===== config.mk =====
export PLATFORM = sky130hd
export DESIGN_NAME = number_overlay_run_rectangles_core
export DESIGN_NICKNAME = d
export VERILOG_FILES = /design/src/sv/novr_pkg.sv /design/src/sv/novr_run_find.sv /design/src/sv/number_overlay_run_rectangles_core.sv
export VERILOG_INCLUDE_DIRS = /design/src /design/src/sv
export SDC_FILE = /design/constraint.sdc
export NUM_CORES = 1
export LEC_CHECK = 0
export CELL_PAD_IN_SITES_DETAIL_PLACEMENT = 0
export CELL_PAD_IN_SITES_GLOBAL_PLACEMENT = 2
export CORE_UTILIZATION = 35
export CTS_CLUSTER_DIAMETER = 60
export DETAILED_ROUTE_END_ITERATION = 8
export DONT_BUFFER_PORTS = 1
export PLACE_DENSITY_LB_ADDON = 0.1
export SLEW_MARGIN = 10
export SYNTH_ARGS = -nofsm -noshare
export SYNTH_HDL_FRONTEND = slang
export SYNTH_SLANG_ARGS = --single-unit

===== constraint.sdc =====
create_clock -name clk -period 13.2 [get_ports clk]
set_input_delay 1.98 -clock clk [delete_from_list [all_inputs] [get_ports clk]]
set_output_delay 1.98 -clock clk [all_outputs]
set_load 0.02 [all_outputs]

===== src/sv/number_overlay_run_rectangles_core_macros.svh =====
// ---------------------------------------------------------------------------
// Assertion macros for the FPS overlay rectangle generator
// Compiled out when SYNTH is defined.
// ---------------------------------------------------------------------------
`ifndef NUMBER_OVERLAY_RUN_RECTANGLES_CORE_MACROS_SVH
`define NUMBER_OVERLAY_RUN_RECTANGLES_CORE_MACROS_SVH

`ifndef SYNTH
// expr holds at every edge out of reset
`define NOVR_ASSERT_HOLDS(lbl, expr) \
	lbl: assert property (@(posedge clk) disable iff (!arst_n) (expr)) \
		else $error("overlay check failed");
// cons holds at every edge where ante holds
`define NOVR_ASSERT_IMPL(lbl, ante, cons) \
	lbl: assert property (@(posedge clk) disable iff (!arst_n) (ante) |-> (cons)) \
		else $error("overlay check failed");
`else
`define NOVR_ASSERT_HOLDS(lbl, expr)
`define NOVR_ASSERT_IMPL(lbl, ante, cons)
`endif

`endif


===== src/sv/novr_pkg.sv =====
// ---------------------------------------------------------------------------
// novr_pkg
// Shared types, layout constants and the 5x7 font for the FPS overlay.
// ---------------------------------------------------------------------------
package novr_pkg;

	localparam int PIXEL_SCALE = 2;
	localparam int COORD_W     = 12;
	localparam int YPOS_W      = 6;
	localparam int TEXT_MARGIN = 10;
	localparam int FONT_W      = 5;
	localparam int FONT_H      = 7;
	localparam int GLYPH_ADV   = 6 * PIXEL_SCALE;
	localparam int GLYPH_H     = 7 * PIXEL_SCALE;
	localparam int BACK_PAD_X  = 5;
	localparam int BACK_PAD_Y  = 4;
	localparam int RATE_MAX    = 999;

	localparam logic [COORD_W-1:0] SCREEN_WIDTH_RESET = 12'd640;

	// register index (byte address bit 2)
	localparam logic REG_SCREEN_WIDTH = 1'b0;

	// glyph codes for the letters; digits use their own value
	localparam logic [3:0] GLYPH_F = 4'd10;
	localparam logic [3:0] GLYPH_P = 4'd11;
	localparam logic [3:0] GLYPH_S = 4'd12;

	localparam logic FILL_BACKDROP = 1'b0;
	localparam logic FILL_GLYPH    = 1'b1;

	typedef enum logic [2:0] {
		ST_IDLE,
		ST_HUND,
		ST_TENS,
		ST_PLACE,
		ST_BACK,
		ST_RUNS
	} seq_state_t;

	// one horizontal run inside a font row
	typedef struct packed {
		logic       found;
		logic [2:0] start;
		logic [2:0] len;
		logic [2:0] next_col;
		logic       more;
	} run_info_t;

	localparam logic [4:0] FONT_ROWS [0:12][0:6] = '{
		'{5'h0E, 5'h11, 5'h13, 5'h15, 5'h19, 5'h11, 5'h0E},
		'{5'h04, 5'h0C, 5'h04, 5'h04, 5'h04, 5'h04, 5'h0E},
		'{5'h0E, 5'h11, 5'h01, 5'h02, 5'h04, 5'h08, 5'h1F},
		'{5'h1F, 5'h02, 5'h04, 5'h02, 5'h01, 5'h11, 5'h0E},
		'{5'h02, 5'h06, 5'h0A, 5'h12, 5'h1F, 5'h02, 5'h02},
		'{5'h1F, 5'h10, 5'h1E, 5'h01, 5'h01, 5'h11, 5'h0E},
		'{5'h06, 5'h08, 5'h10, 5'h1E, 5'h11, 5'h11, 5'h0E},
		'{5'h1F, 5'h01, 5'h02, 5'h04, 5'h08, 5'h08, 5'h08},
		'{5'h0E, 5'h11, 5'h11, 5'h0E, 5'h11, 5'h11, 5'h0E},
		'{5'h0E, 5'h11, 5'h11, 5'h0F, 5'h01, 5'h02, 5'h0C},
		'{5'h1F, 5'h10, 5'h10, 5'h1E, 5'h10, 5'h10, 5'h10},
		'{5'h1E, 5'h11, 5'h11, 5'h1E, 5'h10, 5'h10, 5'h10},
		'{5'h0F, 5'h10, 5'h10, 5'h0E, 5'h01, 5'h01, 5'h1E}
	};

	function automatic logic [4:0] font_row(input logic [3:0] code, input logic [2:0] row);
		logic [4:0] bits;
		bits = '0;
		if (code <= GLYPH_S && row <= 3'(FONT_H - 1)) begin
			bits = FONT_ROWS[code][row];
		end
		return bits;
	endfunction

endpackage


===== src/sv/novr_run_find.sv =====
// ---------------------------------------------------------------------------
// novr_run_find
// Finds the next run of set pixels in a font row at or after a column.
// ---------------------------------------------------------------------------
module novr_run_find (
	input  logic [4:0]           row_bits,
	input  logic [2:0]           start_col,
	output novr_pkg::run_info_t  run
);
	import novr_pkg::*;

	logic       found;
	logic       ended;
	logic       more;
	logic [2:0] st;
	logic [2:0] ln;
	logic [2:0] nxt;

	// column c maps to bit 4-c (leftmost pixel is the MSB)
	always_comb begin
		found = 1'b0;
		st    = '0;
		for (int i = 0; i < FONT_W; i++) begin
			if (!found && (3'(i) >= start_col) && row_bits[FONT_W-1-i]) begin
				found = 1'b1;
				st    = 3'(i);
			end
		end
		ended = 1'b0;
		ln    = '0;
		for (int i = 0; i < FONT_W; i++) begin
			if (found && (3'(i) >= st) && !ended) begin
				if (row_bits[FONT_W-1-i]) begin
					ln = ln + 3'd1;
				end else begin
					ended = 1'b1;
				end
			end
		end
		nxt  = st + ln;
		more = 1'b0;
		for (int i = 0; i < FONT_W; i++) begin
			if ((3'(i) >= nxt) && row_bits[FONT_W-1-i]) begin
				more = 1'b1;
			end
		end
	end

	always_comb begin
		run.found    = found;
		run.start    = st;
		run.len      = ln;
		run.next_col = nxt;
		run.more     = more;
	end

endmodule


===== src/sv/number_overlay_run_rectangles_core.sv =====
// ---------------------------------------------------------------------------
// number_overlay_run_rectangles_core: "<n> FPS" overlay rectangle generator
// First beat (backdrop) follows ST_HUND, ST_TENS and ST_PLACE after accept.
// Per number: the 10-bit subtract/compare unit walks the digits, then one
//   rectangle per cycle while rect_stall is low (the space slot gives none).
// Reset: idle, no output beat, screen_width back to 640.
// ---------------------------------------------------------------------------
`include "number_overlay_run_rectangles_core_macros.svh"

module number_overlay_run_rectangles_core (
	input  logic                            clk,
	input  logic                            arst_n,
	// APB-style config port
	input  logic                            psel,
	input  logic                            penable,
	input  logic                            pwrite,
	input  logic [2:0]                      paddr,
	input  logic [31:0]                     pwdata,
	output logic [31:0]                     prdata,
	output logic                            pready,
	// number in
	input  logic                            rate_valid,
	output logic                            rate_stall,
	input  logic signed [15:0]              rate_value,
	// rectangles out
	output logic                            rect_valid,
	input  logic                            rect_stall,
	output logic [novr_pkg::COORD_W-1:0]    left_x,
	output logic [novr_pkg::YPOS_W-1:0]     top_y,
	output logic [novr_pkg::COORD_W-1:0]    right_x,
	output logic [novr_pkg::YPOS_W-1:0]     bottom_y,
	output logic                            fill_kind,
	output logic                            last_rect
);
	import novr_pkg::*;

	// ---------------- config register ----------------
	logic [COORD_W-1:0] sw_q;
	logic               cfg_wr;

	assign pready = 1'b1;
	assign cfg_wr = psel && penable && pwrite && pready && (paddr[2] == REG_SCREEN_WIDTH);

	always_ff @(posedge clk or negedge arst_n) begin
		if (!arst_n) begin
			sw_q <= SCREEN_WIDTH_RESET;
		end else if (cfg_wr) begin
			sw_q <= pwdata[COORD_W-1:0];
		end
	end

	// beyond the list reads as zero
	assign prdata = (paddr[2] == REG_SCREEN_WIDTH) ? {{(32-COORD_W){1'b0}}, sw_q} : '0;

	// ---------------- sequencer state ----------------
	seq_state_t         state_q, state_d;
	logic [9:0]         rem_q;
	logic [3:0]         hund_q, tens_q;
	logic [1:0]         ndig_q;
	logic [3:0]         dig_q [3];
	logic [COORD_W-1:0] x0_q, gx_q;
	logic [2:0]         slot_q, row_q, col_q;

	// output register
	logic               rect_valid_q;
	logic [COORD_W-1:0] left_x_q, right_x_q;
	logic [YPOS_W-1:0]  top_y_q, bottom_y_q;
	logic               fill_kind_q, last_rect_q;

	// ---------------- shared subtract/compare unit ----------------
	// Digit split by repeated subtraction: by 100 in ST_HUND, by 10 in ST_TENS.
	logic [9:0]  sub_op;
	logic [10:0] sub_diff;
	logic        sub_ge;

	assign sub_op   = (state_q == ST_HUND) ? 10'd100 : 10'd10;
	assign sub_diff = {1'b0, rem_q} - {1'b0, sub_op};
	assign sub_ge   = !sub_diff[10];

	// clamp to 0..999 on the way in
	logic [9:0] clamp_val;
	always_comb begin
		priority if (rate_value[15]) begin
			clamp_val = '0;
		end else if (rate_value > 16'(RATE_MAX)) begin
			clamp_val = 10'(RATE_MAX);
		end else begin
			clamp_val = rate_value[9:0];
		end
	end

	// ---------------- layout (ST_PLACE) ----------------
	// No leading zeros; digits left-packed into dig slots.
	logic [1:0]         n_dig;
	logic [3:0]         d_new [3];
	logic [2:0]         n_glyph;
	logic [COORD_W-1:0] text_w;
	logic [COORD_W-1:0] x0_new;

	always_comb begin
		priority if (hund_q != 4'd0) begin
			n_dig    = 2'd3;
			d_new[0] = hund_q;
			d_new[1] = tens_q;
			d_new[2] = rem_q[3:0];
		end else if (tens_q != 4'd0) begin
			n_dig    = 2'd2;
			d_new[0] = tens_q;
			d_new[1] = rem_q[3:0];
			d_new[2] = '0;
		end else begin
			n_dig    = 2'd1;
			d_new[0] = rem_q[3:0];
			d_new[1] = '0;
			d_new[2] = '0;
		end
		// digits + space + F P S
		n_glyph = {1'b0, n_dig} + 3'd4;
		text_w  = 12'(n_glyph) * 12'(GLYPH_ADV) - 12'(PIXEL_SCALE);
		// edges wrap modulo 4096 on narrow screens
		x0_new  = sw_q - text_w - 12'(TEXT_MARGIN);
	end

	// ---------------- glyph walk (ST_RUNS) ----------------
	// slots: digits, space, F, P, S
	logic       is_space;
	logic       last_slot;
	logic       row_last;
	logic       is_last;
	logic [3:0] code;
	logic [4:0] row_bits;
	run_info_t  run;

	always_comb begin
		is_space  = (slot_q == {1'b0, ndig_q});
		last_slot = (slot_q == ({1'b0, ndig_q} + 3'd3));
		row_last  = (row_q == 3'(FONT_H - 1));
		if (slot_q < {1'b0, ndig_q}) begin
			code = dig_q[slot_q[1:0]];
		end else begin
			code = GLYPH_F + 4'(slot_q - {1'b0, ndig_q} - 3'd1);
		end
		row_bits = font_row(code, row_q);
	end

	novr_run_find u_run_find (
		.row_bits  (row_bits),
		.start_col (col_q),
		.run       (run)
	);

	// every font row has a set pixel, so each run-state cycle outside the space slot yields a beat unless stalled
	assign is_last = last_slot && row_last && !run.more;

	// ---------------- sequencer control ----------------
	logic can_load;
	logic emit_back;
	logic emit_run;
	logic step_glyph;

	// output register is free or being drained this cycle
	assign can_load = !rect_valid_q || !rect_stall;

	always_comb begin
		state_d = state_q;
		unique case (state_q)
			ST_IDLE: begin
				if (rate_valid) begin
					state_d = ST_HUND;
				end
			end
			ST_HUND: begin
				if (!sub_ge) begin
					state_d = ST_TENS;
				end
			end
			ST_TENS: begin
				if (!sub_ge) begin
					state_d = ST_PLACE;
				end
			end
			ST_PLACE: begin
				state_d = ST_BACK;
			end
			ST_BACK: begin
				if (can_load) begin
					state_d = ST_RUNS;
				end
			end
			ST_RUNS: begin
				if (!is_space && can_load && is_last) begin
					state_d = ST_IDLE;
				end
			end
			default: begin
				state_d = ST_IDLE;
			end
		endcase
	end

	always_comb begin
		rate_stall = (state_q != ST_IDLE);
		emit_back  = (state_q == ST_BACK) && can_load;
		emit_run   = (state_q == ST_RUNS) && !is_space && can_load;
		// space slot is skipped with no beat
		step_glyph = (state_q == ST_RUNS) &&
			(is_space || (emit_run && !run.more && row_last));
	end

	always_ff @(posedge clk or negedge arst_n) begin
		if (!arst_n) begin
			state_q <= ST_IDLE;
		end else begin
			state_q <= state_d;
		end
	end

	// ---------------- datapath registers ----------------
	always_ff @(posedge clk) begin
		unique case (state_q)
			ST_IDLE: begin
				if (rate_valid) begin
					rem_q  <= clamp_val;
					hund_q <= '0;
					tens_q <= '0;
				end
			end
			ST_HUND: begin
				if (sub_ge) begin
					rem_q  <= sub_diff[9:0];
					hund_q <= hund_q + 4'd1;
				end
			end
			ST_TENS: begin
				if (sub_ge) begin
					rem_q  <= sub_diff[9:0];
					tens_q <= tens_q + 4'd1;
				end
			end
			ST_PLACE: begin
				ndig_q <= n_dig;
				dig_q  <= d_new;
				x0_q   <= x0_new;
				gx_q   <= x0_new;
				slot_q <= '0;
				row_q  <= '0;
				col_q  <= '0;
			end
			ST_BACK: begin
			end
			ST_RUNS: begin
				if (step_glyph) begin
					slot_q <= slot_q + 3'd1;
					gx_q   <= gx_q + 12'(GLYPH_ADV);
					row_q  <= '0;
					col_q  <= '0;
				end else if (emit_run) begin
					if (run.more) begin
						col_q <= run.next_col;
					end else begin
						col_q <= '0;
						row_q <= row_q + 3'd1;
					end
				end
			end
			default: begin
			end
		endcase
	end

	// ---------------- output register ----------------
	logic [COORD_W-1:0] run_px;
	logic [YPOS_W-1:0]  run_py;

	assign run_px = gx_q + 12'(run.start) * 12'(PIXEL_SCALE);
	assign run_py = 6'(TEXT_MARGIN) + 6'(row_q) * 6'(PIXEL_SCALE);

	always_ff @(posedge clk or negedge arst_n) begin
		if (!arst_n) begin
			rect_valid_q <= 1'b0;
		end else if (emit_back || emit_run) begin
			rect_valid_q <= 1'b1;
		end else if (!rect_stall) begin
			rect_valid_q <= 1'b0;
		end
	end

	always_ff @(posedge clk) begin
		if (emit_back) begin
			// backdrop right edge: x0 + text width + pad = screen - margin + pad
			left_x_q    <= x0_q - 12'(BACK_PAD_X);
			top_y_q     <= 6'(TEXT_MARGIN - BACK_PAD_Y);
			right_x_q   <= sw_q - 12'(TEXT_MARGIN - BACK_PAD_X);
			bottom_y_q  <= 6'(TEXT_MARGIN + GLYPH_H + BACK_PAD_Y);
			fill_kind_q <= FILL_BACKDROP;
			last_rect_q <= 1'b0;
		end else if (emit_run) begin
			left_x_q    <= run_px;
			top_y_q     <= run_py;
			right_x_q   <= run_px + 12'(run.len) * 12'(PIXEL_SCALE);
			bottom_y_q  <= run_py + 6'(PIXEL_SCALE);
			fill_kind_q <= FILL_GLYPH;
			last_rect_q <= is_last;
		end
	end

	assign rect_valid = rect_valid_q;
	assign left_x     = left_x_q;
	assign top_y      = top_y_q;
	assign right_x    = right_x_q;
	assign bottom_y   = bottom_y_q;
	assign fill_kind  = fill_kind_q;
	assign last_rect  = last_rect_q;

	// ---------------- checks ----------------
	// hundreds count never passes 9 after the clamp
	`NOVR_ASSERT_IMPL(a_hund_digit, state_q == ST_TENS, hund_q <= 4'd9)
	// run scan stays inside the 5-pixel font row
	`NOVR_ASSERT_IMPL(a_col_range, state_q == ST_RUNS, col_q <= 3'd4)
	// a final beat on the port means the glyph walk has ended
	`NOVR_ASSERT_IMPL(a_last_ends_walk, rect_valid && last_rect, state_q != ST_RUNS)

endmodule

### Yosys cells after proc, flatten, opt, wreduce, memory -nomap -nowiden

Memories as Yosys holds them, arrays and structs flattened.
Index checks and enable logic that the tools add are counted.

| cells by class | value |
|---|---|
| $add $sub $neg | 25 |
| multiplexer cells | 82 |
| $mul | 1 |
| reductions and logical operators | 69 |
| $lt $le $gt $ge | 22 |
| bitwise gates (word level) | 4 |
| equality and inequality tests | 20 |

Operators by type and width:

| kind | number |
|---|---|
| 12-bit 2-to-1 mux | 8 |
| 35-bit 2-to-1 mux | 2 |
| 3-bit 2-to-1 mux | 22 |
| 10-bit 2-to-1 mux | 4 |
| 1-bit logical AND | 37 |
| 12-bit by 4-bit adder with 12-bit output | 2 |
| 4-bit 2-to-1 mux | 6 |
| 12-bit one-hot mux with 2 select lines | 1 |
| 12-bit by 3-bit subtractor with 12-bit output (second input constant) | 2 |
| 1-bit 2-to-1 mux | 22 |
| 10-bit one-hot mux with 2 select lines | 1 |
| 3-bit by 1-bit adder with 3-bit output (second input constant) | 6 |
| 1-bit by 3-bit >= comparator with 1-bit output (first input constant) | 6 |
| 2-bit by 3-bit >= comparator with 1-bit output (first input constant) | 6 |
| 2-bit inequality test (second input constant) | 9 |
| 3-bit one-hot mux with 2 select lines | 3 |
| 3-bit one-hot mux with 6 select lines | 1 |
| 16-bit by 11-bit greater-than comparator with 1-bit output (second input constant) | 1 |
| 4-bit one-hot mux with 2 select lines | 2 |
| 5-bit binary-select mux with 3-bit select | 1 |
| 5-bit 2-to-1 mux | 3 |
| 12-bit by 4-bit adder with 12-bit output (second input constant) | 1 |
| 1-bit logical NOT | 12 |
| 3-bit AND reduction | 4 |
| other kinds (43) | 61 |

| word-level totals | value |
|---|---|
| output and inout port bits | 73 |
| bits in registers | 119 |
| logic and storage cells | 245 |
| memories | 1 |
| bits of input ports | 58 |
| ROM bits | 560 |

Memories:

| memory | words | bits a word | read ports | clocked after Yosys merged registers in | wr ports | RTL line | RTL |
|---|---|---|---|---|---|---|---|
| (name not given) | 16 | 35 | 1 | 0 | 0 | novr_pkg.sv:70 | `bits = FONT_ROWS[code][row];` |

### Logic depth before layout (Yosys ltp)

Gate-level depths: netlist of the first run.

| depth | value |
|---|---|
| depth after elaboration | 61 |
| gate-level depth with buffers | 35 |
| mapped depth without buffers | 32 |

### Modules after synthesis

Synthesis of the first run repeated with hierarchy kept, for this count alone.

| unflattened totals | value |
|---|---|
| cell total of the unflattened synthesis | 903 |
| area, all modules | 8485.6 µm² |

Modules (own cells, without submodules):

| module | times used | cells an instance | area an instance (µm²) | sequential area each (µm²) |
|---|---|---|---|---|
| number_overlay_run_rectangles_core | 1 | 826 | 7877.6 | 3295.7 |
| novr_run_find | 1 | 77 | 608.1 | 0.0 |

### Worst setup path before layout of the first run

OpenSTA, ideal clock, no wires.

| timing path | value |
|---|---|
| kind | flip-flop to flip-flop |
| from | register slot_q[1] |
| to | register gx_q[10] (enable) |
| path buffers | 2 |
| stages on the path, launching flop included | 31 |
| clock period less this slack | 7.398 ns |
| slack | 5.802 ns |
| data required time | 12.889 ns |
| setup time | 0.311 ns |
| arrival | 7.087 ns |
| cell sequence | edfxtp_1 -> ha_1 -> inv_1 -> ha_1 -> inv_1 -> fa_1 -> o21ai_1 -> o21ai_4 -> buf_4 -> ha_1 -> nor2_1 -> a311oi_1 -> or4_1 -> a21oi_2 -> ha_1 -> nand2_1 -> inv_1 -> ha_1 -> mux2_2 -> ha_1 -> mux2_2 -> ha_1 -> mux2_2 -> fa_1 -> or3b_1 -> a21oi_1 -> nor4b_1 -> and2_1 -> or3_1 -> buf_2 -> a221o_1 |

RTL lines:

| item | RTL line | RTL |
|---|---|---|
| from (decl) | number_overlay_run_rectangles_core.sv:62 | `logic [2:0] slot_q, row_q, col_q;` |
| from (signal assigned) | number_overlay_run_rectangles_core.sv:253 | `slot_q <= slot_q + 3'd1;` |
| to (signal assigned) | number_overlay_run_rectangles_core.sv:244 | `gx_q <= x0_new;` |
| to (signal assigned) | number_overlay_run_rectangles_core.sv:254 | `gx_q <= gx_q + 12'(GLYPH_ADV);` |
| to (decl) | number_overlay_run_rectangles_core.sv:61 | `logic [COORD_W-1:0] x0_q, gx_q;` |

==> results by stage, run 1 <==
Status:
- The flow ran to the end, and the final reports show no timing, DRC or antenna violations.

Synthesis:
- Summed over all instances, the cell type with the most area after synthesis is sky130_fd_sc_hd__edfxtp_1.
- The mean post-synth cell area is 9.19 sq um.
- The share of synthesized area spent on multiplexers is 0.0330.
- Ranked by total cell area, the synthesized netlist is headed by sky130_fd_sc_hd__edfxtp_1 (31%), sky130_fd_sc_hd__ha_1 (8.4%), sky130_fd_sc_hd__nor2_1 (4.4%).
- Synthesis handed over a netlist of 928 instances.
- The count of warnings emitted by yosys is 0.
- The register bit count reported by yosys is 116.
- The fraction of the mapped netlist area in simple logic gates is 0.175.
- By area, the combinational part of the netlist is dominated by simple AND/OR/NAND/NOR gates.
- Of all flip-flops after synthesis, the portion carrying an async set or reset was 0.138.
- The area fraction in compound gates after synthesis is 0.160.
- The post-synthesis instance area is around 0.0085 sq mm.
- The share of the synthesized netlist area taken by xor and xnor gates is 0.0799.
- The share of synthesized area in the top cell type comes to 0.313.
- The sequential fraction of the synthesis area is 0.386.
- The dominant register cell in the synthesized netlist is sky130_fd_sc_hd__edfxtp_1.
- The number of different library cells used by synthesis comes to 84.
- The adder-cell share of the synthesized area is 0.0953.
- The number of synthesized flops with an enable pin is 89.

GRT:
- The first global-routing pass estimated 34000 um of wire.
- In the global route stage, overall resource usage came out at 0.179.
- The via count of the first global-routing pass is approximately 6300.
- The largest net degree at the start of global routing is 47.
- The total congestion overflow after global routing is 0.
- The initial antenna violation count came to 0.

CTS:
- The longest clock path from root to sink contains 2 buffers.
- Post-CTS timing repair inserted 0 buffers for setup.
- The tree is rooted in a sky130_fd_sc_hd__clkbuf_16.
- The clock sink total is 116.
- After clock tree synthesis, the clock-pin slew on the worst setup and hold paths is 0.05 ns.
- The CTS buffer count is 17.
- For this design, the CTS-stage hold fixing added 0 buffers.
- The H-tree depth reported by CTS is 4.
- TritonCTS built the clock tree.
- The quantity of gates resized following cts is 0.
- The source-to-sink clock delay at the later pin of the worst-skew pair is 0.42 ns.

Cells and area:
- The share of layout cells above drive strength 1 is 0.0849.
- Fill cells in the final layout number about 2500.
- At the end of the flow, the number of nets in the layout was 1026.
- Summing all flip-flop and latch instances after layout gives 0.00330 sq mm.
- The finished layout cell area is 0.00926 sq mm.
- The non-filler instance count after layout is 1238.
- The repair_antennas step left the layout with diodes totalling 0.
- Compared with the post-synthesis result, the final layout area differs by 8.61%.
- The multi-input logic area is 0.00473 sq mm.
- Measured on the finished design, the core utilization comes to 0.391.

Detailed routing:
- The count of antenna-violating nets left after detailed routing is 0.
- The average wire per standard cell is between 15 and 20 um.
- The DRC violation total after the first TritonRoute iteration is 447.
- Dividing the detail-routed via count by the number of cells gives 5.11.
- The first detailed-routing pass ran for 5 iterations.
- The routed wire length is 21400 um.
- For this block, the via count after detailed routing is roughly 6300.
- The number of design rule violations left after detail routing is 0.

Die:
- The height of the chip is about 160 um.
- During I/O placement, the number of pins put on the boundary was 131.
- The die is 158 um wide.
- For this configuration, the core starts out at a cell density of 0.360.
- The floorplan step defined a die boundary enclosing 0.0250 sq mm.
- The count of standard-cell rows is 56.
- The total area inside the core boundary comes to between 0.02 and 0.025 sq mm.

Setup path:
- STA puts the critical path data required time at around 13 ns.
- The worst setup path startpoint is slot_q[1].
- For this design, the slowest cell found on the critical path is sky130_fd_sc_hd__fa_1.
- STA classifies the critical path startpoint as a flop.
- In this run the critical register-to-register path is launched from slot_q[1].
- The flop-to-flop setup slack is ~4.4 ns.
- The arrival time at the worst endpoint is between 8 and 9 ns.
- The most numerous cell type found on the critical path is sky130_fd_sc_hd__ha_1.
- The worst register-to-register path ends at gx_q[9].
- Of all nets on the critical path, the largest fanout is 13.
- The worst setup path is captured at a flop.
- The count of cells along the worst register-to-register path is 28.
- The largest stage delay on the critical path is 0.61 ns.
- The critical setup path kind is flop to flop.

STA:
- After layout, the minimum clock period comes to 8.79 ns.
- Adding up every negative setup slack in the final design gives 0 ns.
- The post-route worst setup slack is 4.41 ns.
- At the pin with the least slew margin, the transition time is between 1 and 1.5 ns.
- The count of pins over their slew limit is 0.
- The worst clock skew is 0.0120 ns.
- The achievable clock frequency is around 110 MHz.
- The worst max-slew margin expressed relative to the limit is 0.270.
- Setup repair after global routing left no endpoint under its margin.
- The final-report hold violation count is 0.
- Setup violations remaining at the end of the flow were counted as 0.
- The final worst-path cycle share is 0.666.

Pwr:
- The power density relative to cell area is ~300 mW/mm^2.
- For this design the static power due to leakage is 3.65 nW.
- The maximum vdd ir drop is roughly 0.12 mV.

Place:
- At the end of routability-driven placement, the weighted congestion stood at 0.824.
- The count of buffers from port buffering is 0.
- The count of placed standard cells including taps is between 1000 and 1500.
- At the placement stage, the worst setup path has a slack of 4.43 ns.
- Once detailed placement completed, the half-perimeter wirelength came to roughly 16000 um.
- The placement-stage cell area is 0.00867 sq mm.

Hold path:
- The path class of the tightest hold or removal check is flop to flop.
- The endpoint with the worst hold slack is fill_kind.
- The number of stages on the worst hold path is 2.
- The launch point of the worst hold path is fill_kind.

Job:
- Max-cap violations in this run came to 0.
==> critical path, delay by kind of cell (launching register included) <==
family | cells | cell delay, ns
compound gates | 7 | 1.66
fa+ha+maj | 6 | 2.22
buf+inv | 3 | 0.63
flops | 1 | 0.56
mux | 4 | 1.33
simple gates | 8 | 2.00
==> where the power goes <==
group / switching [W] / leakage [nW] / total [W] / internal (W)
combinational: 0.000919 / 2.27 / 0.00147 / 0.000549
clock: 0.000171 / 0.271 / 0.000466 / 0.000295
sequential: 0.000179 / 1.11 / 0.000809 / 0.000630
==> worst max-delay path by stage <==
stage | endpoint | slack [ns] | depth (start not counted)
3_5_place_dp | gx_q[9] | 4.43 | 28
6_report | gx_q[9] | 4.41 | 28
3_3_place_gp | gx_q[9] | 4.42 | 28
5_1_grt | gx_q[9] | 3.83 | 29
2_1_floorplan | gx_q[10] | 5.80 | 30
4_1_cts | gx_q[6] | 4.39 | 28
==> layout by cell type (no fill, tap or decap), types with 6 or more instances in the layout <==
master                        n
sky130_fd_sc_hd__nand2_1     78
sky130_fd_sc_hd__conb_1      24
sky130_fd_sc_hd__dfxtp_1     11
sky130_fd_sc_hd__and3_1       7
sky130_fd_sc_hd__o211ai_1     6
sky130_fd_sc_hd__o21bai_1     8
sky130_fd_sc_hd__or2_2        6
sky130_fd_sc_hd__nand2b_1     9
sky130_fd_sc_hd__clkbuf_16   17
sky130_fd_sc_hd__mux2i_1      9
sky130_fd_sc_hd__inv_1       54
sky130_fd_sc_hd__dfrtp_1     14
sky130_fd_sc_hd__xnor2_1     35
sky130_fd_sc_hd__or3_1        8
sky130_fd_sc_hd__o21ai_0     55
sky130_fd_sc_hd__a21oi_1     63
sky130_fd_sc_hd__xor2_1      41
sky130_fd_sc_hd__a31oi_1      7
sky130_fd_sc_hd__nor3_1      16
sky130_fd_sc_hd__a21o_1       6
sky130_fd_sc_hd__nand3b_1     8
sky130_fd_sc_hd__edfxtp_1    89
sky130_fd_sc_hd__nand3_1     20
sky130_fd_sc_hd__nor2_1     101
sky130_fd_sc_hd__ha_1        57
sky130_fd_sc_hd__nand4_1      6
sky130_fd_sc_hd__mux2_2      17
sky130_fd_sc_hd__and2_1      10
sky130_fd_sc_hd__nor4_1      11
sky130_fd_sc_hd__a211oi_1     6
sky130_fd_sc_hd__o22ai_1      7
sky130_fd_sc_hd__nor2b_1     12
==> state kept, by name, indices dropped and copies added (netlist names), 4 cells and up <==
register  count
dig_q        12
gx_q         12
left_x       12
right_x      12
sw_q         12
x0_q         12
rem_q        10
bottom_y      5
hund_q        4
tens_q        4
top_y         4
==> cells in the mapped netlist (9+ instances only) <==
cell type / instances
sky130_fd_sc_hd__nor4_1: 11
sky130_fd_sc_hd__mux2i_1: 9
sky130_fd_sc_hd__nor2b_1: 12
sky130_fd_sc_hd__edfxtp_1: 89
sky130_fd_sc_hd__xor2_1: 41
sky130_fd_sc_hd__nor2_1: 101
sky130_fd_sc_hd__clkbuf_1: 32
sky130_fd_sc_hd__buf_4: 25
sky130_fd_sc_hd__dfxtp_1: 11
sky130_fd_sc_hd__xnor2_1: 35
sky130_fd_sc_hd__nand2b_1: 9
sky130_fd_sc_hd__nand2_1: 78
sky130_fd_sc_hd__inv_1: 54
sky130_fd_sc_hd__and2_1: 10
sky130_fd_sc_hd__nand3_1: 21
sky130_fd_sc_hd__a21oi_1: 63
sky130_fd_sc_hd__o21ai_0: 55
sky130_fd_sc_hd__nor3_1: 16
sky130_fd_sc_hd__mux2_2: 17
sky130_fd_sc_hd__dfrtp_1: 14
sky130_fd_sc_hd__ha_1: 57
==> stage by stage <==
stage | total power, W | hold slack (ns)
after floorplan | 0.00193 | 0.474
after global placement | 0.00227 | 0.532
after detailed placement | 0.00229 | 0.539
after CTS | 0.00276 | 0.546
after global routing | 0.00299 | 0.562
final | 0.00274 | 0.540
==> layer usage <==
metal	share of wire	GRT usage	routed length, um	up-vias
met1	0.50	0.256	10700	2930
met3	0.057	0.0408	1230	17
met4	0.011	0.0504	242	0
li1	-	-	-	3195
met2	0.43	0.269	9240	180
met5	0	0	0	-
==> cells by family after synthesis <==
family,after synthesis
and+or+nand+nor,311
AOI/OAI and AO/OA,209
buffers and inverters,125
other,2
adders and majority gates,62
DFF,116
muxes,26
xor gates and xnor gates,77
==> area by class of cell <==
class                           instances  share of cell area
Multi-Input combinational cell        709               0.510
Sequential cell                       116               0.356
Clock buffer                           18              0.0463
Tap cell                              319              0.0431
Inverter                               57              0.0231
Clock inverter                         14              0.0174
Timing Repair Buffer                    5             0.00405
Note: power is estimated with default switching activity, not from simulation.
==> run 2, diff against run 1 <==
Clock period 13.2 ns to 8.6 ns, I/O delays scaled along.
==> run 2 against run 1 <==
  * Die area is the same
  * Power grew 55%
  * Wire length grew 1.4%
  * Cell count grew 0.89%
==> results by stage, run 2 (synthesized netlist as in run 1, its figures left out) <==
CTS:
- The source-to-sink clock delay at the later pin of the worst-skew pair is 0.42 ns (about the same).
- In this run the clock root is driven by a sky130_fd_sc_hd__clkbuf_16.
- The maximum root-to-sink buffer count is 2 (unchanged).
- The total of hold buffers inserted after clock tree synthesis is 0 (unchanged).
- The buffers inserted during post-CTS setup optimization is 0 (unchanged).
- The clock sink total is 116 (unchanged).
- The CTS buffer count is 17 (unchanged).
- The clock-pin slew on the worst setup and hold paths came to 0.05 ns (about the same).
- The CTS tree is done.
- The quantity of gates resized following cts is 0 (unchanged).
- The H-tree depth reported by CTS is 4 (unchanged).

Setup path:
- The count of cells along the worst register-to-register path was 27 (-3.6%).
- The worst setup path is launched from a flop.
- The flop-to-flop setup slack is 0.58 ns (-3.83 ns).
- The most frequent cell on the critical path is sky130_fd_sc_hd__ha_1.
- The startpoint identified for the worst register-to-register timing path is slot_q[0].
- The arrival time at the worst endpoint was 8.20 ns (-0.64 ns).
- By startpoint and endpoint, the worst setup path is classified as flop to flop.
- The endpoint identified for the worst register-to-register timing path is gx_q[4].
- STA classifies the critical path endpoint as a flop.
- The critical path required time is 8.78 ns (-4.46 ns).
- The largest stage delay on the critical path came to 0.62 ns (about the same).
- The peak fanout along the critical path is 13 (unchanged).
- The cell type of the slowest stage on the worst timing path is sky130_fd_sc_hd__or4_1.

STA:
- Setup repair after global routing left no endpoint under its margin.
- The count of pins over their slew limit is 0 (unchanged).
- The count of endpoints failing setup in the final report is 0 (unchanged).
- The worst max-slew margin expressed relative to the limit was 0.277 (+0.00775).
- The worst clock skew is 0.0129 ns (+0.000901 ns).
- The post-route worst setup slack is 0.577 ns (-3.83 ns).
- The transition at the pin with the smallest max-transition slack is 1.08 ns (-0.0116 ns).
- The final sum of negative setup slack is 0 ns (unchanged).
- The final-report hold violation count was 0 (unchanged).
- The achievable clock frequency is 125 MHz (+9.6%).
- The minimum clock period is 8.02 ns (-0.771 ns).
- The final worst-path cycle share is 0.933 (+0.267).

Cells and area:
- The number of inserted diodes is 0 (unchanged).
- The share of layout cells above drive strength 1 came to 0.0957 (+0.0108).
- In the layout the commonest cells are sky130_fd_sc_hd__nor2_1 (101), sky130_fd_sc_hd__edfxtp_1 (89), sky130_fd_sc_hd__nand2_1 (78).
- The finished layout cell area came to 0.00936 sq mm (+1.0%).
- The layout-stage area growth over the synthesis result is 9.73%.
- The final-stage net count is 1037 (+1.1%).
- The most common library cell in the layout ignoring fill and taps is sky130_fd_sc_hd__nor2_1.

Detailed routing:
- The count of antenna-violating nets left after detailed routing came to 0 (unchanged).
- The routed wire length is 21700 um (+1.4%).
- The average wire per standard cell is 17.4 um (+0.51%).
- The detailed-route via count is 6459 (+2.2%).
- The via-per-instance ratio was 5.17 (+1.3%).
- The DRC violation total after the first TritonRoute iteration is 378 (-15%).
- The detailed-router iteration count before antenna repair is 5 (unchanged).
- The number of design rule violations left after detail routing is 0 (unchanged).

Pwr:
- The power density relative to cell area is 456 mW/mm^2 (+54%).
- The part of the total power dissipated in sequential elements is 0.289 (-0.006).
- The clock share of power is 0.168 (-0.002).
- The leakage power is 3.71 nW (+1.5%).
- The switching share of power was 0.459 (-0.00331).
- The net load switching power came to 0.00196 W (+54%).
- The portion of total power attributed to combinational logic is 0.543 (+0.008).
- The internal power contribution came to 0.00231 W (+56%).
- The total power is 0.00426 W (+55%).
- The maximum vdd ir drop is 0.167 mV (+42%).

Job:
- The number of max-cap violations is 0 (unchanged).

Hold path:
- The path class of the lowest-slack min-delay path is flop to flop.
- The number of stages on the worst hold path is 2 (unchanged).
- The worst hold path begins at fill_kind.
- The path with the worst hold slack has its endpoint at fill_kind.

Die:
- The area of the core was 0.0237 sq mm (unchanged).
- The count of standard-cell rows was 56 (unchanged).
- The boundary pin count is 131 (unchanged).
- The width of the die is 158 um (unchanged).
- The area enclosed by the die boundary is 0.0250 sq mm (unchanged).
- The initial standard-cell utilization of the core is 0.360 (unchanged).
- The height of the chip is 158 um (unchanged).

GRT:
- The first-pass GRT wire length is 34300 um (+0.93%).
- The via count of the first global-routing pass came to 6284 (-0.080%).
- The total track usage is 0.182 (+0.00276).
- The largest net degree at the start of global routing was 47 (unchanged).
- The initial antenna violation count is 0 (unchanged).
- The total congestion overflow after global routing is 0 (unchanged).

Status:
- The run finished with clean final reports.

Place:
- The placer's final routability congestion estimate is 0.825 (+0.17%).
- The count of buffers from port buffering is 0 (unchanged).
- The placement-stage cell area was 0.00877 sq mm (+1.1%).
- The detailed placement HPWL is 16800 um (+2.7%).
- The setup slack after placement is 0.547 ns (-3.88 ns).
run 2: final cells by class:
| cell class | count | area, sq um |
|---|---|---|
| Inverter | 57 | 214 |
| Timing Repair Buffer | 16 | 133 |
| Sequential cell | 116 | 3300 |
| Tap cell | 319 | 399 |
| Fill cell | 2442 | 14300 |
| Multi-Input combinational cell | 709 | 4730 |
| Clock inverter | 13 | 158 |
| Clock buffer | 19 | 433 |
run 2: worst max path at each step:
stage | start | to | cells after the start
after floorplan | slot_q[1] | gx_q[10] | 30
after global placement | slot_q[0] | gx_q[9] | 27
after detailed placement | slot_q[0] | gx_q[9] | 27
after CTS | slot_q[0] | gx_q[4] | 27
after global routing | slot_q[0] | gx_q[4] | 31
final | slot_q[0] | gx_q[4] | 27
run 2: power groups by stage:
stage               clock, W  sequential [W]  combinational [W]
floorplan                  0         0.00116            0.00180
global placement           0         0.00124            0.00230
detailed placement         0         0.00124            0.00232
CTS                 0.000728         0.00123            0.00233
global route        0.000752         0.00126            0.00264
finish              0.000715         0.00123            0.00232
run 2: layer usage:
metal | wire (um) | share of wire | track usage
met5 | 0 | 0 | 0
met3 | 965 | 0.044 | 0.0386
met1 | 11200 | 0.51 | 0.265
met2 | 9190 | 0.42 | 0.265
met4 | 391 | 0.018 | 0.0572
run 2: per-stage QoR:
stage          instances  hold slack [ns]  utilization
2_1_floorplan        950            0.474            -
6_report            1249            0.540        0.395
4_1_cts             1249            0.541        0.395
5_1_grt             1249            0.534        0.395
3_5_place_dp        1217            0.536        0.370
3_3_place_gp        1217            0.532        0.370
run 2: worst max-delay path, delay by kind of cell (launching register included):
kind / cells / cell delay [ns]
compound gates: 7 / 1.66
xor+xnor: 1 / 0.15
fa+ha+maj: 7 / 2.11
buf+inv: 2 / 0.22
flops: 1 / 0.61
mux: 3 / 0.88
simple gates: 7 / 2.16
==> run 3, diff against run 2 <==
Settings changed: PLACE_DENSITY_LB_ADDON 0.1 to 0.3.
==> run 3 against run 2 <==
  * Worst hold slack lost 0.00088 ns
  * Count of clock-buffer cells in the layout shrank 1
  * Sequential share of layout area shrank 0.17 points
  * Via count shrank 1.9%
  * Non-clock buffer count grew 2
  * Die area is the same
  * Global-route usage shrank 1.1 points
  * Power grew 0.83%
  * First-iteration DRC count grew 6.1%
  * Largest cell class unchanged
  * Largest power group unchanged
==> results by stage, run 3 (synthesized netlist as in run 1, its figures left out) <==
STA:
- The worst max-slew margin expressed relative to the limit is 0.252 (-0.0252).
- Setup repair after global routing left no endpoint under its margin.
- The final sum of negative setup slack is 0 ns (unchanged).
- The count of pins over their slew limit is 0 (unchanged).
- The count of endpoints failing setup in the final report is 0 (unchanged).
- The transition at the pin with the smallest max-transition slack is 1.11 ns (+0.0239 ns).
- The final worst-path cycle share is 0.930 (-0.00264).
- The post-route worst setup slack came to 0.600 ns (+0.0227 ns).
- The final-report hold violation count came to 0 (unchanged).
- The achievable clock frequency was 125 MHz (+0.28%).
- The worst clock skew came to 0.0104 ns (-0.00242 ns).
- The minimum clock period is 8.00 ns (-0.0227 ns).

Hold path:
- The path class of the lowest-slack min-delay path is flop to flop.
- The worst hold path begins at fill_kind.
- The number of stages on the worst hold path is 2 (unchanged).
- For hold timing, the worst endpoint is fill_kind.

Cells and area:
- Leaving out fill and tap cells, the most frequent cell in the layout is sky130_fd_sc_hd__nor2_1.
- The count of fill cells added during filler insertion is 2460 (+0.74%).
- The share of layout cells above drive strength 1 is 0.101 (+0.00516).
- The final standard cell utilization of the core came to 0.397 (+0.00190).
- In the layout the commonest cells are sky130_fd_sc_hd__nor2_1 (101), sky130_fd_sc_hd__edfxtp_1 (89), sky130_fd_sc_hd__nand2_1 (78).
- The non-filler instance count after layout is 1251 (+0.16%).
- The final-stage net count is 1039 (+0.19%).
- The layout-stage area growth over the synthesis result is 10.3%.
- The number of inserted diodes was 0 (unchanged).

GRT:
- The total track usage is 0.171 (-0.0107).
- The total congestion overflow after global routing is 0 (unchanged).
- The initial antenna violation count is 0 (unchanged).
- The largest net degree at the start of global routing is 47 (unchanged).
- The via count of the first global-routing pass is 5920 (-5.8%).
- The first-pass GRT wire length is 32300 um (-5.9%).

Die:
- The width of the die is 158 um (unchanged).
- The boundary pin count came to 131 (unchanged).
- The count of standard-cell rows is 56 (unchanged).
- The area enclosed by the die boundary is 0.0250 sq mm (unchanged).
- The initial standard-cell utilization of the core is 0.360 (unchanged).
- The height of the chip came to 158 um (unchanged).
- The area of the core is 0.0237 sq mm (unchanged).

Setup path:
- The critical setup path kind is flop to flop.
- The cell type of the slowest stage on the worst timing path is sky130_fd_sc_hd__edfxtp_1.
- The endpoint of the worst register-to-register path is gx_q[9].
- The largest stage delay on the critical path is 0.59 ns (-0.03 ns).
- The worst setup path is launched from a flop.
- The critical path required time is 8.78 ns (about the same).
- The flop-to-flop setup slack is 0.60 ns (+0.02 ns).
- The start of the worst register-to-register path is slot_q[0].
- The cell that appears most often on the critical path is sky130_fd_sc_hd__ha_1.
- The peak fanout along the critical path is 13 (unchanged).
- The arrival time at the worst endpoint came to 8.18 ns (-0.02 ns).
- The critical path capture point type is a flop.
- The count of cells along the worst register-to-register path is 30 (+11%).
- The worst setup path startpoint is slot_q[0].

CTS:
- The source-to-sink clock delay at the later pin of the worst-skew pair is 0.42 ns (about the same).
- The CTS buffer count is 17 (unchanged).
- The buffers inserted during post-CTS setup optimization is 0 (unchanged).
- The total of hold buffers inserted after clock tree synthesis is 0 (unchanged).
- The quantity of gates resized following cts is 0 (unchanged).
- Clock tree synthesis selected as its root buffer the cell sky130_fd_sc_hd__clkbuf_16.
- The clock-pin slew on the worst setup and hold paths is 0.05 ns (about the same).
- The clock sink total came to 116 (unchanged).
- The H-tree depth reported by CTS is 4 (unchanged).
- The CTS tree is done.
- The maximum root-to-sink buffer count is 2 (unchanged).

Place:
- The count of buffers from port buffering was 0 (unchanged).
- The count of placed standard cells including taps was 1219 (+0.16%).
- The placer's final routability congestion estimate is 0.797 (-3.4%).
- The detailed placement HPWL is 16000 um (-5.3%).
- The setup slack after placement was 0.592 ns (+0.0449 ns).

Pwr:
- The portion of total power attributed to combinational logic is 0.542 (about the same).
- The part of the total power dissipated in sequential elements is 0.286 (-0.003).
- The switching share of power is 0.453 (-0.00650).
- The internal power contribution came to 0.00235 W (+2.0%).
- The net load switching power is 0.00195 W (-0.60%).
- The power density relative to cell area came to 457 mW/mm^2 (+0.35%).
- The total power was 0.00430 W (+0.83%).
- The leakage power is 3.74 nW (+1.0%).
- The clock share of power is 0.172 (+0.004).
- The maximum vdd ir drop is 0.159 mV (-4.2%).

Status:
- The run finished with clean final reports.

Detailed routing:
- The detailed-router iteration count before antenna repair is 8 (+3).
- The number of design rule violations left after detail routing is 0 (unchanged).
- The routed wire length is 20900 um (-3.8%).
- The average wire per standard cell came to 16.7 um (-3.9%).
- The count of antenna-violating nets left after detailed routing is 0 (unchanged).
- The via-per-instance ratio is 5.07 (-2.0%).
- The detailed-route via count is 6338 (-1.9%).
- The DRC violation total after the first TritonRoute iteration is 401 (+6.1%).

Job:
- The number of max-cap violations came to 0 (unchanged).
[run 3: changes by cell type in the layout (fill, tap and decap cells not counted)]
cell,previous run,this run
sky130_fd_sc_hd__nor4b_2,0,1
sky130_fd_sc_hd__clkbuf_1,2,1
sky130_fd_sc_hd__bufinv_16,3,4
sky130_fd_sc_hd__clkinv_1,4,3
sky130_fd_sc_hd__clkinv_2,1,4
sky130_fd_sc_hd__clkinv_4,1,2
sky130_fd_sc_hd__nor4b_1,1,0
sky130_fd_sc_hd__buf_4,15,17
sky130_fd_sc_hd__clkinvlp_4,5,2
[run 3: critical path, delay by kind of cell (launching register included)]
kind | cells | cell delay [ns]
AOI/OAI and AO/OA | 7 | 1.38
adders and majority gates | 6 | 1.96
buffers and inverters | 5 | 0.79
DFF | 1 | 0.59
muxes | 4 | 1.15
and+or+nand+nor | 8 | 1.84
[run 3: stage by stage]
step	instance area, sq um	hold slack [ns]
final	9400	0.539
after global routing	9400	0.541
after CTS	9400	0.542
after detailed placement	8780	0.536
after global placement	8780	0.529
after floorplan	8610	0.474
[run 3: how the worst max path moves through the flow]
stage	slack, ns	depth (start not counted)	endpoint
final	0.60	30	gx_q[9]
after floorplan	1.20	30	gx_q[10]
after global routing	0.02	31	gx_q[5]
after global placement	0.56	29	row_q[2]
after detailed placement	0.59	30	row_q[2]
after CTS	0.57	30	row_q[2]
[run 3: per-layer routing]
| layer | share of wire | vias up | track usage |
|---|---|---|---|
| li1 | - | 3224 | - |
| met1 | 0.52 | 2960 | 0.251 |
| met2 | 0.42 | 139 | 0.251 |
| met3 | 0.043 | 15 | 0.0348 |
| met4 | 0.013 | 0 | 0.0490 |
| met5 | 0 | - | 0 |
[run 3: power groups by stage]
stage / combinational [W] / sequential, W / clock [W]
3_3_place_gp: 0.00232 / 0.00124 / 0
6_report: 0.00233 / 0.00123 / 0.000739
4_1_cts: 0.00233 / 0.00123 / 0.000753
2_1_floorplan: 0.00180 / 0.00116 / 0
3_5_place_dp: 0.00232 / 0.00124 / 0
5_1_grt: 0.00261 / 0.00126 / 0.000775
[run 3: area by class of cell]
class                   instances  area, sq um  area share
inverters                      57          214      0.0228
flip-flops and latches        116         3300       0.350
clock inverters                14          185      0.0197
repair buffers                 18          148      0.0157
well taps                     319          399      0.0424
clock buffers                  18          429      0.0456
multi-input cells             709         4730       0.503
